`config.mk`:
```
export PLATFORM = sky130hd
export DESIGN_NAME = http_response_framer_top
export DESIGN_NICKNAME = d
export VERILOG_FILES = /design/src/rtl/hrf_pkg.sv /design/src/rtl/http_response_framer_top.sv /design/src/rtl/hrf_step.sv
export VERILOG_INCLUDE_DIRS = /design/src /design/src/rtl
export SDC_FILE = /design/constraint.sdc
export NUM_CORES = 1
export LEC_CHECK = 0
export BUFFER_PORTS_ARGS = -buffer_cell sky130_fd_sc_hd__buf_2
export CAP_MARGIN = 10
export CORE_ASPECT_RATIO = 1.1
export CORE_MARGIN = 2
export CORE_UTILIZATION = 30
export DETAILED_ROUTE_END_ITERATION = 16
export GPL_TIMING_DRIVEN = 0
export SYNTH_ARGS = -nofsm -noshare
export SYNTH_HDL_FRONTEND = slang
export SYNTH_HIERARCHICAL = 1
export SYNTH_SLANG_ARGS = --single-unit
```
`constraint.sdc`:
```
create_clock -name clk -period 11.45 [get_ports clk]
set_clock_uncertainty 0.15 [all_clocks]
set_input_delay 1.145 -clock clk [delete_from_list [all_inputs] [get_ports clk]]
set_output_delay 1.145 -clock clk [all_outputs]
set_load 0.005 [all_outputs]
```
`src/rtl/http_response_framer_top_macros.svh`:
```
// ----------------------------------------------------------------------------
// http_response_framer_top_macros: assertion macros
// Concurrent assertion wrappers; empty when SYNTHESIS is defined.
// ----------------------------------------------------------------------------
`ifndef HTTP_RESPONSE_FRAMER_TOP_MACROS_SVH
`define HTTP_RESPONSE_FRAMER_TOP_MACROS_SVH

`ifndef SYNTHESIS
// clocked property, disabled during reset
`define HRF_ASSERT(label, clk, rst, prop, msg) \
  label: assert property (@(posedge clk) disable iff (rst) prop) \
    else $error(msg);
// clocked property, checked in reset too
`define HRF_ASSERT_ALWAYS(label, clk, prop, msg) \
  label: assert property (@(posedge clk) prop) \
    else $error(msg);
`else
`define HRF_ASSERT(label, clk, rst, prop, msg)
`define HRF_ASSERT_ALWAYS(label, clk, prop, msg)
`endif

`endif

```
`src/rtl/hrf_pkg.sv`:
```
// ----------------------------------------------------------------------------
// hrf_pkg: shared types and constants of the response framer
// Phase codes, match state struct and the header prefix pattern.
// ----------------------------------------------------------------------------
package hrf_pkg;

  // framer phases
  localparam logic [1:0] PH_HEADERS = 2'd0;
  localparam logic [1:0] PH_DIGITS  = 2'd1;
  localparam logic [1:0] PH_KNOWN   = 2'd2;
  localparam logic [1:0] PH_BODY    = 2'd3;

  localparam logic [4:0] HDR_LEN = 5'd18;

  localparam logic [7:0] CH_CR   = 8'h0d;
  localparam logic [7:0] CH_LF   = 8'h0a;
  localparam logic [7:0] CH_ZERO = 8'h30;
  localparam logic [7:0] CH_NINE = 8'h39;

  typedef struct packed {
    logic [1:0] phase;
    logic [4:0] hdr_pos;
    logic [1:0] blank_pos;
  } hrf_ctl_t;

  // CR LF "Content-Length: "
  function automatic logic [7:0] hdr_char(input logic [4:0] pos);
    logic [7:0] ch;
    unique case (pos)
      5'd0:    ch = CH_CR;
      5'd1:    ch = CH_LF;
      5'd2:    ch = 8'h43;  // C
      5'd3:    ch = 8'h6f;  // o
      5'd4:    ch = 8'h6e;  // n
      5'd5:    ch = 8'h74;  // t
      5'd6:    ch = 8'h65;  // e
      5'd7:    ch = 8'h6e;  // n
      5'd8:    ch = 8'h74;  // t
      5'd9:    ch = 8'h2d;  // -
      5'd10:   ch = 8'h4c;  // L
      5'd11:   ch = 8'h65;  // e
      5'd12:   ch = 8'h6e;  // n
      5'd13:   ch = 8'h67;  // g
      5'd14:   ch = 8'h74;  // t
      5'd15:   ch = 8'h68;  // h
      5'd16:   ch = 8'h3a;  // :
      5'd17:   ch = 8'h20;  // space
      default: ch = 8'h00;
    endcase
    return ch;
  endfunction

endpackage

```
`src/rtl/http_response_framer_top.sv`:
```
// ----------------------------------------------------------------------------
// http_response_framer_top: HTTP response message framer
// Passes a response byte stream through and flags the byte that ends each
// message, using the Content-Length header and the blank line.
// ----------------------------------------------------------------------------
//  channel  | handshake            | payload
//  ---------+----------------------+------------------------------
//  input    | in_valid / in_stall  | data_byte
//  output   | out_valid / out_stall| out_byte, message_end
//
//  one word per clock while the output is not stalled; each word passes the
//  input register, then the result register; the state loop closes in hrf_step
//  rst (synchronous) empties both registers and clears the framer state
//  in_stall rises only when the input register holds a word and the result
//  register is full and stalled; it depends on out_stall, never on in_valid
// ----------------------------------------------------------------------------
`include "http_response_framer_top_macros.svh"

module http_response_framer_top #(
  parameter int LENGTH_BITS = 32
) (
  input  logic       clk,
  input  logic       rst,
  input  logic       in_valid,
  output logic       in_stall,
  input  logic [7:0] data_byte,
  output logic       out_valid,
  input  logic       out_stall,
  output logic [7:0] out_byte,
  output logic       message_end
);
  import hrf_pkg::*;

  // input register
  logic       s1_valid;
  logic [7:0] s1_byte;
  logic       s1_stall;
  logic       s1_fire;

  // framer state
  hrf_ctl_t               ctl;
  hrf_ctl_t               ctl_next;
  logic [LENGTH_BITS-1:0] body_remaining;
  logic [LENGTH_BITS-1:0] body_remaining_next;
  logic                   step_end;

  // the input word waits only while the result register cannot take it
  assign s1_stall = s1_valid && out_valid && out_stall;
  assign s1_fire  = s1_valid && !s1_stall;
  assign in_stall = s1_stall;

  hrf_step #(
    .LENGTH_BITS(LENGTH_BITS)
  ) u_step (
    .data_byte          (s1_byte),
    .ctl                (ctl),
    .body_remaining     (body_remaining),
    .ctl_next           (ctl_next),
    .body_remaining_next(body_remaining_next),
    .message_end        (step_end)
  );

  // control: valid flags and framer state
  always_ff @(posedge clk) begin
    if (rst) begin
      s1_valid       <= 1'b0;
      out_valid      <= 1'b0;
      ctl            <= '0;
      body_remaining <= '0;
    end else begin
      if (!s1_stall) begin
        s1_valid <= in_valid;
      end
      if (s1_fire) begin
        out_valid      <= 1'b1;
        ctl            <= ctl_next;
        body_remaining <= body_remaining_next;
      end else if (!out_stall) begin
        out_valid <= 1'b0;
      end
    end
  end

  // payload, no reset needed
  always_ff @(posedge clk) begin
    if (!s1_stall) begin
      s1_byte <= data_byte;
    end
    if (s1_fire) begin
      out_byte    <= s1_byte;
      message_end <= step_end;
    end
  end

  // a finished message leaves the framer in its reset state
  `HRF_ASSERT(a_clear_after_end, clk, rst, (s1_fire && step_end) |=> (ctl == '0 && body_remaining == '0), "framer state not cleared after message end")
  // the body phase is only entered with a nonzero count
  `HRF_ASSERT(a_body_nonzero, clk, rst, (ctl.phase == PH_BODY) |-> (body_remaining != '0), "body phase with zero count")
  // header match position never runs past the prefix
  `HRF_ASSERT(a_hdr_pos_range, clk, rst, ctl.hdr_pos <= HDR_LEN, "header match position out of range")
  // back pressure only when both registers are full and the output stalls
  `HRF_ASSERT_ALWAYS(a_stall_cause, clk, in_stall |-> (s1_valid && out_valid && out_stall), "input stalled without a full, stalled output")

endmodule

```
`src/rtl/hrf_step.sv`:
```
// ----------------------------------------------------------------------------
// hrf_step: next-state logic of the response framer
// Header prefix match, length digit accumulation, blank line match and
// body countdown for one word.
// ----------------------------------------------------------------------------
module hrf_step #(
  parameter int LENGTH_BITS = 32
) (
  input  logic [7:0]             data_byte,
  input  hrf_pkg::hrf_ctl_t      ctl,
  input  logic [LENGTH_BITS-1:0] body_remaining,
  output hrf_pkg::hrf_ctl_t      ctl_next,
  output logic [LENGTH_BITS-1:0] body_remaining_next,
  output logic                   message_end
);
  import hrf_pkg::*;

  localparam int WIDE_BITS = LENGTH_BITS + 4;

  logic                   is_digit;
  logic [WIDE_BITS-1:0]   len_wide;
  logic [WIDE_BITS-1:0]   acc_wide;
  logic [LENGTH_BITS-1:0] acc_sat;
  logic                   check_blank;
  logic [7:0]             blank_char;
  logic [4:0]             hdr_pos_inc;

  assign is_digit = (data_byte >= CH_ZERO) && (data_byte <= CH_NINE);

  // len * 10 + digit, saturating
  assign len_wide = {4'b0, body_remaining};
  assign acc_wide = (len_wide << 3) + (len_wide << 1)
                  + {{(WIDE_BITS-4){1'b0}}, data_byte[3:0]};
  assign acc_sat  = (acc_wide[WIDE_BITS-1:LENGTH_BITS] != 4'd0) ?
                    {LENGTH_BITS{1'b1}} : acc_wide[LENGTH_BITS-1:0];

  assign blank_char  = ctl.blank_pos[0] ? CH_LF : CH_CR;
  assign hdr_pos_inc = ctl.hdr_pos + 5'd1;

  always_comb begin
    ctl_next            = ctl;
    body_remaining_next = body_remaining;
    message_end         = 1'b0;
    check_blank         = 1'b1;

    unique case (ctl.phase)
      PH_BODY: begin
        check_blank = 1'b0;
        if (body_remaining[LENGTH_BITS-1:1] == '0) begin
          message_end = 1'b1;
        end else begin
          body_remaining_next = body_remaining - {{(LENGTH_BITS-1){1'b0}}, 1'b1};
        end
      end
      PH_DIGITS: begin
        if (is_digit) begin
          body_remaining_next = acc_sat;
          check_blank         = 1'b0;
        end else begin
          ctl_next.phase = PH_KNOWN;
        end
      end
      PH_HEADERS: begin
        if ((ctl.hdr_pos < HDR_LEN) && (data_byte == hdr_char(ctl.hdr_pos))) begin
          ctl_next.hdr_pos = hdr_pos_inc;
          if (hdr_pos_inc == HDR_LEN) begin
            ctl_next.phase      = PH_DIGITS;
            body_remaining_next = '0;
          end
        end else begin
          ctl_next.hdr_pos = 5'd0;
        end
      end
      default: begin
        // length known, only the blank line matcher runs
      end
    endcase

    if (check_blank) begin
      if (data_byte == blank_char) begin
        if (ctl.blank_pos == 2'd3) begin
          ctl_next.blank_pos = 2'd0;
          if (body_remaining_next != '0) begin
            ctl_next.phase = PH_BODY;
          end else begin
            message_end = 1'b1;
          end
        end else begin
          ctl_next.blank_pos = ctl.blank_pos + 2'd1;
        end
      end else begin
        ctl_next.blank_pos = 2'd0;
      end
    end

    // end of message returns everything to reset
    if (message_end) begin
      ctl_next            = '0;
      body_remaining_next = '0;
    end
  end

endmodule

```
# ---- Word level (Yosys, flattened, before mapping)
# Memories as Yosys holds them, arrays and structs flattened. A register that Yosys moved wholly into a read port is not among the register bits.
# Cells that the tools add are included.
# W data, S select, Z words.
dict set report op_classes {
  addsub 5
  n_reduce_logical 14
  n_eq_ne 7
  n_lt_le_gt_ge 3
  n_mux 35
}
# op n
set ops {}
lappend ops {{$mux W32} 6}
lappend ops {{$pmux W32 S3} 1}
lappend ops {{$add A35 B33 Y36} 1}
lappend ops {{$add A36 B4 Y36} 1}
lappend ops {{$reduce_bool A32 Y1} 1}
lappend ops {{$sub A32 B1 Y32 const B} 1}
lappend ops {{$logic_not A31 Y1} 1}
lappend ops {{$mux W2} 10}
lappend ops {{$mux W5} 4}
lappend ops {{$eq A8 B8 Y1} 2}
lappend ops {{$mux W1} 9}
lappend ops {{$mux W9} 1}
lappend ops {{$ge A8 B6 Y1 const B} 1}
lappend ops {{$le A8 B6 Y1 const B} 1}
lappend ops {{$mux W8} 1}
lappend ops {{$add A5 B1 Y5 const B} 1}
lappend ops {{$eq A5 B5 Y1 const B} 1}
lappend ops {{$logic_and A1 B1 Y1} 5}
lappend ops {{$lt A5 B5 Y1 const B} 1}
lappend ops {{$eq A2 B2 Y1 const B} 2}
lappend ops {{$pmux W2 S2} 1}
lappend ops {{$reduce_and A2 Y1} 2}
lappend ops {{$reduce_bool A2 Y1} 2}
lappend ops {{$reduce_bool A4 Y1} 1}
lappend ops {{7 further kinds} 7}
dict set report word_totals {
  n_memories 1
  rom_bits 224
  out_inout_bits 11
  reg_bits 60
}
# memory depth width read_ports rd_clocked_by_memory_dff write_ports line_no
set memory_table {}
lappend memory_table {{(name not given)} 32 7 1 1 0 hrf_pkg.sv:29} ;# unique case (pos)

# ---- Logic depth before layout (Yosys ltp)
# Gate-level depths: netlist of the first run.
dict set report depth {
  depth_word 15
  ltp_mapped 22
  mapped_depth_nobuf 18
}

# ---- By module
# Netlist of the first run, hierarchy kept.
# mod n_inst cells_each area_per_inst_um2
set by_module_without_submodules {}
lappend by_module_without_submodules {hrf_step 1 844 5651.7}
lappend by_module_without_submodules {http_response_framer_top 1 204 2458.6}

# ---- Least setup slack after synthesis of the first run
# Ideal clock, no wire load.
dict set report synth_timing {
  path_kind {register -> register}
  start {reg body_remaining[2]}
  end {reg ctl[7] (netlist name)}
  setup_time_ns 0.118
  stages_incl_launch_ff 20
  path_buffers 2
  required_time_ns 11.182
  t_arrival_ns 4.932
  setup_slack_ns 6.250
  period_less_slack_ns 5.200
  path_cell_list {dfxtp_1 > buf_2 > inv_1 > fa_1 > fa_1 > nand2b_1 > a21oi_1 > o211ai_1 > a311oi_1 > a311oi_2 > xor2_2 > nand4b_1 > a221o_1 > or4_1 > a2111oi_0 > a31o_1 > buf_6 > a31oi_1 > nand2b_1 > mux2i_1}
}
# element line_no
set synth_lines {}
lappend synth_lines {{start, declared} http_response_framer_top.sv:43} ;# logic [LENGTH_BITS-1:0] body_remaining;
lappend synth_lines {{start signal, assigned} http_response_framer_top.sv:77} ;# body_remaining <= body_remaining_next;

==> results of run 1 <==
-- cell usage after synthesis, drive strengths merged (7+ instances only) --
cell and n:
nand2 74, nor3 22, o21a 15, nor2b 7, nand4 13, nor2 86, a21o 12, ha 74
and2 13, xnor2 21, a221oi 7, a31oi 19, nand3 28, mux2i 45, a2bb2oi 8, o21ai 76
or4 7, nand2b 94, and3 13, dfxtp 43, a21oi 78, buf 28, o211ai 12, xor2 31
nor4 17, inv 23, edfxtp 17, a211oi 9, clkbuf 40
-- layout by cell type (no fill, tap or decap), types with 6 or more instances in the layout --
| master | instances |
|---|---|
| nand2b_1 | 94 |
| buf_2 | 30 |
| and2_1 | 12 |
| nand2_1 | 74 |
| and3_1 | 13 |
| xor2_1 | 30 |
| a211o_1 | 6 |
| or4_1 | 6 |
| inv_1 | 23 |
| buf_6 | 9 |
| nor4_1 | 13 |
| mux2i_1 | 45 |
| ha_1 | 74 |
| a221oi_1 | 7 |
| o21a_1 | 15 |
| nand3_1 | 27 |
| a211oi_1 | 9 |
| clkbuf_16 | 9 |
| nor2_1 | 83 |
| edfxtp_1 | 17 |
| xnor2_1 | 21 |
| nor3_1 | 20 |
| nand4_1 | 13 |
| a2bb2oi_1 | 8 |
| o211ai_1 | 12 |
| o2111ai_1 | 6 |
| a21o_1 | 12 |
| a21oi_1 | 77 |
| nor2b_1 | 7 |
| clkbuf_1 | 37 |
| a31oi_1 | 18 |
| o21ai_0 | 70 |
| o22ai_1 | 6 |
| dfxtp_1 | 43 |
| o21ai_1 | 6 |
-- cell type report --
cell class                      instances  area (sq um)  area share (%)
Buffer                                 68         425.4           4.739
Clock buffer                            9         225.2           2.509
Inverter                               24         90.09           1.004
Clock inverter                          7         76.32          0.8503
Sequential cell                        60          1371           15.28
Timing Repair Buffer                   22         117.6           1.310
Tap cell                              357         446.7           4.976
Multi-Input combinational cell        896          6223           69.33
-- state kept, by name (all words and copies together), names as in the netlist --
name and cells:
body_remaining 32, ctl 9, out_byte 8, s1_byte 8
message_end 1, out_valid 1, s1_valid 1
-- metrics by stage --
stage / hold slack [ns] / std cells
after floorplan: 0.2924 / 1048
after global placement: 0.3084 / 1426
after detailed placement: 0.3212 / 1426
after CTS: 0.3403 / 1442
after global routing: 0.3610 / 1443
final: 0.3367 / 1443
-- path summary, 6_finish.rpt --
path              slack (ns)  cells past startpoint      to              start
hold reg to reg         0.34                      2  ctl[6]             ctl[6]
setup / recovery        4.53                     21  ctl[7]  body_remaining[2]
setup reg to reg        4.53                     21  ctl[7]  body_remaining[2]
hold / removal          0.34                      2  ctl[6]             ctl[6]
-- per-layer routing --
| metal | share of wire [%] | track usage, % | wire (microns) |
|---|---|---|---|
| met5 | 0 | 0 | 0 |
| met4 | 4.6 | 10.01 | 1350 |
| met3 | 6.8 | 2.560 | 1989 |
| met2 | 46 | 34.34 | 13470 |
| met1 | 43 | 26.74 | 12580 |
-- logic make-up after synthesis --
group           share of synthesized area, %
xor+xnor                               5.708
flops                                  16.91
mux                                    5.693
buf+inv                                6.356
compound gates                         25.67
simple gates                           27.75
fa+ha+maj                              11.91
-- worst max-delay path, delay by kind of cell, from the launching register on --
family	cells	cell delay, ns
buf+inv	5	0.82
mux	1	0.07
flops	1	0.38
xor+xnor	1	0.74
compound gates	10	3.00
fa+ha+maj	2	0.85
simple gates	2	0.78
-- power breakdown --
part | switching, mW | total (mW) | internal [mW]
combinational | 0.0186 | 0.0359 | 0.0173
clock | 0.112 | 0.281 | 0.169
sequential | 0.00356 | 0.226 | 0.222
==> flow_summary.json, run 1 <==
{
  "grt_pass1_vias": 8081,
  "rows": 63,
  "worstHoldPathType": "register to register",
  "timing.fmax_mhz": 144.5,
  "synth-seq-area-share_pct": 16.91,
  "worst_ep_required_time_ns": 11.54,
  "cts_tree": "built",
  "cts_buffer_depth": 2,
  "yosysTopAreaCellShare_pct": 11.42,
  "worstPathCellList": "buf_2 > inv_1 > fa_1 > inv_1 > ha_1 > a211oi_1 > o21ai_1 > a31oi_2 > o21ai_1 > a31oi_1 > xor2_1 > nand3_1 > o221a_2 > a211o_1 > a2111oi_0 > dlymetal6s2s_1 > a31o_1 > buf_6 > a31oi_1 > nand2b_1 > mux2i_1",
  "start_util_pct": 30.26,
  "cp_max_fo": 10,
  "fin_crit_ns": 6.918,
  "ctsHoldBuffers": 0,
  "utilization_pct": 33.49,
  "grt_max_degree": 19,
  "setup_violations": 0,
  "finalPower_uw": 542.9,
  "grt_util_all_layers_pct": 20.71,
  "end_kind": "register",
  "syn_area_per_cell_sq_um": 7.739,
  "area_delta_synth_final_pct": 10.68,
  "die_w_microns": 160.8,
  "core_area_sq_mm": 0.02680,
  "drt_pre_antenna_iters": 5,
  "n_antenna_cell": 0,
  "final_nets": 1169,
  "syn-cell-area_sq_mm": 0.008110,
  "finalHoldViolCount": 0,
  "syn_inst": 1048,
  "slowest_delay_ns": 0.74,
  "overflow": 0,
  "cts_buffers": 9,
  "slew-limit-headroom_pct": 32.16,
  "peakVddDrop_mv": 0.06306,
  "die_y_microns": 176.4,
  "synth_flop_cell": "dfxtp_1",
  "drt_iter0_drc": 966,
  "antenna_found_initial": 1,
  "worstPathArrival_ns": 7.00,
  "yosys.area.top_type": "ha_1",
  "finalCritPeriodShare_pct": 60.42,
  "grt_setup_unrepaired": "no",
  "max_cap_viol_count": 0,
  "p_leak_nw": 3.587,
  "crit_path_start_kind": "register",
  "postCtsSetupBuffers": 0,
  "wl_per_cell_microns": 20.37,
  "drive_above_1_share_pct": 8.656,
  "clkTransAtPathRegs_ns": 0.06,
  "wl_mm": 29.39,
  "dpl_cell_area_sq_mm": 0.008662,
  "p_per_area_mw_per_mm2": 60.48,
  "postCtsResizedCells": 0,
  "tightest_slew_ns": 1.014,
  "port_buffers": 21,
  "dp_hpwl_mm": 22.78,
  "tns_ns": 0,
  "postLayoutCellArea_sq_mm": 0.008976,
  "gp_congestion": 0.9901,
  "ys_warn_count": 6,
  "status": "finished, final reports clean",
  "final.setup.worst_slack_ns": 4.532,
  "synth-async-reset-ratio_pct": 0,
  "ant_nets": 0,
  "fillCellCount": 2869,
  "crit_path_top_delay_cell": "xor2_1",
  "htree_levels": 3,
  "path_class": "register to register",
  "ys_types": 96,
  "synthTopCellsByArea": "ha_1, dfxtp_1, nand2b_1",
  "viasPerCell": 5.829,
  "place_ws_ns": 4.326,
  "via_count": 8411,
  "grt_pass1_wl_mm": 46.06,
  "io_pins": 23,
  "ys_ff_latch": 60,
  "post-route-drc-count": 0,
  "cts_root_buf": "clkbuf_16",
  "clk_latency_ns": 0.35,
  "maxSlewViolCount": 0,
  "synth-edff-count": 17,
  "die-area_sq_mm": 0.02837,
  "syn-num-nets": 1136,
  "cts_num_sinks": 60
}
(Power assumes the default switching activity.)
==> run 2, diff against run 1 <==
ABC_AREA = 1   (was default)
clock period = 7.2 ns   (was 11.45 ns; I/O delays follow)
==> flow_summary.json, run 2 <==
{
  "status": "finished, final reports clean",
  "largest-register": "body_remaining",
  "wl_mm": 32.09,
  "yosys-top-cells-count": "nand2_1, inv_1, nor2_1, nand3_1, a21oi_1",
  "rows": 66,
  "path_class": "register to register",
  "yosysMostFrequentCell": "nand2_1",
  "area_delta_synth_final_pct": 9.829,
  "end_kind": "register",
  "grt_pass1_wl_mm": 50.78,
  "pwr-share-comb_pct": 40.0,
  "ant_nets": 0,
  "via_count": 10070,
  "finalHoldViolCount": 0,
  "drive_above_1_share_pct": 9.358,
  "die_w_microns": 168.6,
  "tns_ns": 0,
  "ys_ff_latch": 60,
  "overflow": 0,
  "fillCellCount": 3276,
  "max_cap_viol_count": 0,
  "placed_cells": 1993,
  "syn_inst": 1597,
  "pwr-share-seq_pct": 29.2,
  "tightest_slew_ns": 0.9213,
  "slowest_delay_ns": 0.65,
  "crit_path_top_delay_cell": "fa_1",
  "final_nets": 1718,
  "postCtsSetupBuffers": 0,
  "synth-edff-count": 17,
  "drt_pre_antenna_iters": 6,
  "maxSlewViolCount": 0,
  "n_antenna_cell": 0,
  "finalCritPeriodShare_pct": 69.98,
  "worstHoldPathType": "register to register",
  "synth_flop_cell": "dfxtp_1",
  "port_buffers": 22,
  "r2r_slack_ns": 2.16,
  "p_per_area_mw_per_mm2": 146.5,
  "grt_max_degree": 13,
  "worst_ep_required_time_ns": 7.28,
  "switching_share_pct": 42.61,
  "internal_power_uw": 825.3,
  "core_area_sq_mm": 0.02948,
  "path_common_cell": "nand2_1",
  "cts_buffer_depth": 2,
  "worstPathArrival_ns": 5.12,
  "largest_register_ffs": 32,
  "post-route-drc-count": 0,
  "crit_path_start_kind": "register",
  "top_regs": "body_remaining (32), ctl (9)",
  "postCtsResizedCells": 0,
  "drt_iter0_drc": 994,
  "dpl_cell_area_sq_mm": 0.009514,
  "finalPower_mw": 1.438,
  "die-area_sq_mm": 0.03118,
  "cp_max_fo": 10,
  "ys_types": 46,
  "die_y_microns": 185.0,
  "grt_setup_unrepaired": "no",
  "utilization_pct": 33.29,
  "ctsHoldBuffers": 0,
  "slew-limit-headroom_pct": 38.35,
  "synthTopCellsByArea": "nand2_1, inv_1, ha_1",
  "yosys.area.top_type": "nand2_1",
  "peakVddDrop_mv": 0.1281,
  "cts_num_sinks": 60,
  "synth-async-reset-ratio_pct": 0,
  "layoutNonFillerInstCount": 2009,
  "cts_buffers": 9,
  "final.setup.worst_slack_ns": 2.162,
  "synth-seq-area-share_pct": 15.35,
  "timing.fmax_mhz": 198.5,
  "syn_area_per_cell_sq_um": 5.596,
  "grt_pass1_vias": 9183,
  "grt_util_all_layers_pct": 20.76,
  "cpLargestDelayFamily": "simple AND/OR/NAND/NOR gates",
  "syn-num-nets": 1685,
  "clkTransAtPathRegs_ns": 0.06,
  "final_common_cell": "nand2_1",
  "fin_crit_ns": 5.038,
  "most-common-layout-cells": "nand2_1, inv_1, nor2_1",
  "holdWs_ns": 0.3261,
  "htree_levels": 3,
  "yosysTopAreaCellShare_pct": 19.45,
  "start_util_pct": 30.31,
  "io_pins": 23,
  "cts_tree": "built",
  "syn-cell-area_sq_mm": 0.008936,
  "wl_per_cell_microns": 15.97,
  "power.net_switching_uw": 612.9,
  "setup_violations": 0,
  "postLayoutCellArea_sq_mm": 0.009814,
  "crit_buf_inv": 4,
  "antenna_found_initial": 0,
  "gp_congestion": 1.006,
  "cts_root_buf": "clkbuf_16",
  "p_leak_nw": 5.287,
  "clockPowerShare_pct": 30.8,
  "viasPerCell": 5.014,
  "place_ws_ns": 2.217,
  "clk_latency_ns": 0.34,
  "dp_hpwl_mm": 25.81,
  "ys_warn_count": 6
}
run 2: cell types whose count changed in the layout (fill, tap and decap cells not counted), sizes merged, moves of 19 or more:
cell	change
a21oi	+46
clkbuf	-19
inv	+249
mux2i	-45
nand2	+410
nand2b	-94
nand3	+101
nor2	+145
xnor2	-19
run 2: cell families (layout without fill, tap and decap cells):
kind of cell    after synthesis  in the layout  share of synthesized area, %
compound gates              214            214                         13.44
xor+xnor                     22             22                         2.156
fa+ha+maj                    76             76                         10.81
buf+inv                     323            361                         15.09
flops                        60             60                         15.35
simple gates                902            902                         43.15
run 2: power groups by stage:
| stage | clock network (mW) | logic [mW] | registers, mW |
|---|---|---|---|
| floorplan | 0 | 0.422 | 0.402 |
| global placement | 0 | 0.557 | 0.427 |
| detailed placement | 0 | 0.562 | 0.426 |
| CTS | 0.456 | 0.565 | 0.419 |
| global route | 0.465 | 0.644 | 0.423 |
| finish | 0.443 | 0.576 | 0.420 |
run 2: cell type report:
class / count / area (sq um) / share of cell area (%)
sequential: 60 / 1371 / 13.97
tap: 374 / 467.9 / 4.768
inverter: 273 / 1027 / 10.47
clock inverter: 7 / 75.07 / 0.7649
clock buffer: 9 / 225.2 / 2.295
timing repair buffer: 22 / 110.1 / 1.122
buffer: 50 / 321.6 / 3.276
multi-input combinational: 1214 / 6216 / 63.34
run 2: per-layer routing:
metal | GRT usage [%] | wire [microns] | vias up
met1 | 27.87 | 14400 | 4509
li1 | - | - | 5115
met2 | 34.30 | 14390 | 384
met5 | 0 | 0 | -
met3 | 2.479 | 2249 | 66
met4 | 7.483 | 1041 | 0
run 2: worst paths after layout:
check | cells past startpoint | from | to
hold reg to reg | 0 | s1_byte[5] | out_byte[5]
hold / removal | 0 | s1_byte[5] | out_byte[5]
setup reg to reg | 30 | body_remaining[0] | ctl[0]
setup / recovery | 30 | body_remaining[0] | ctl[0]
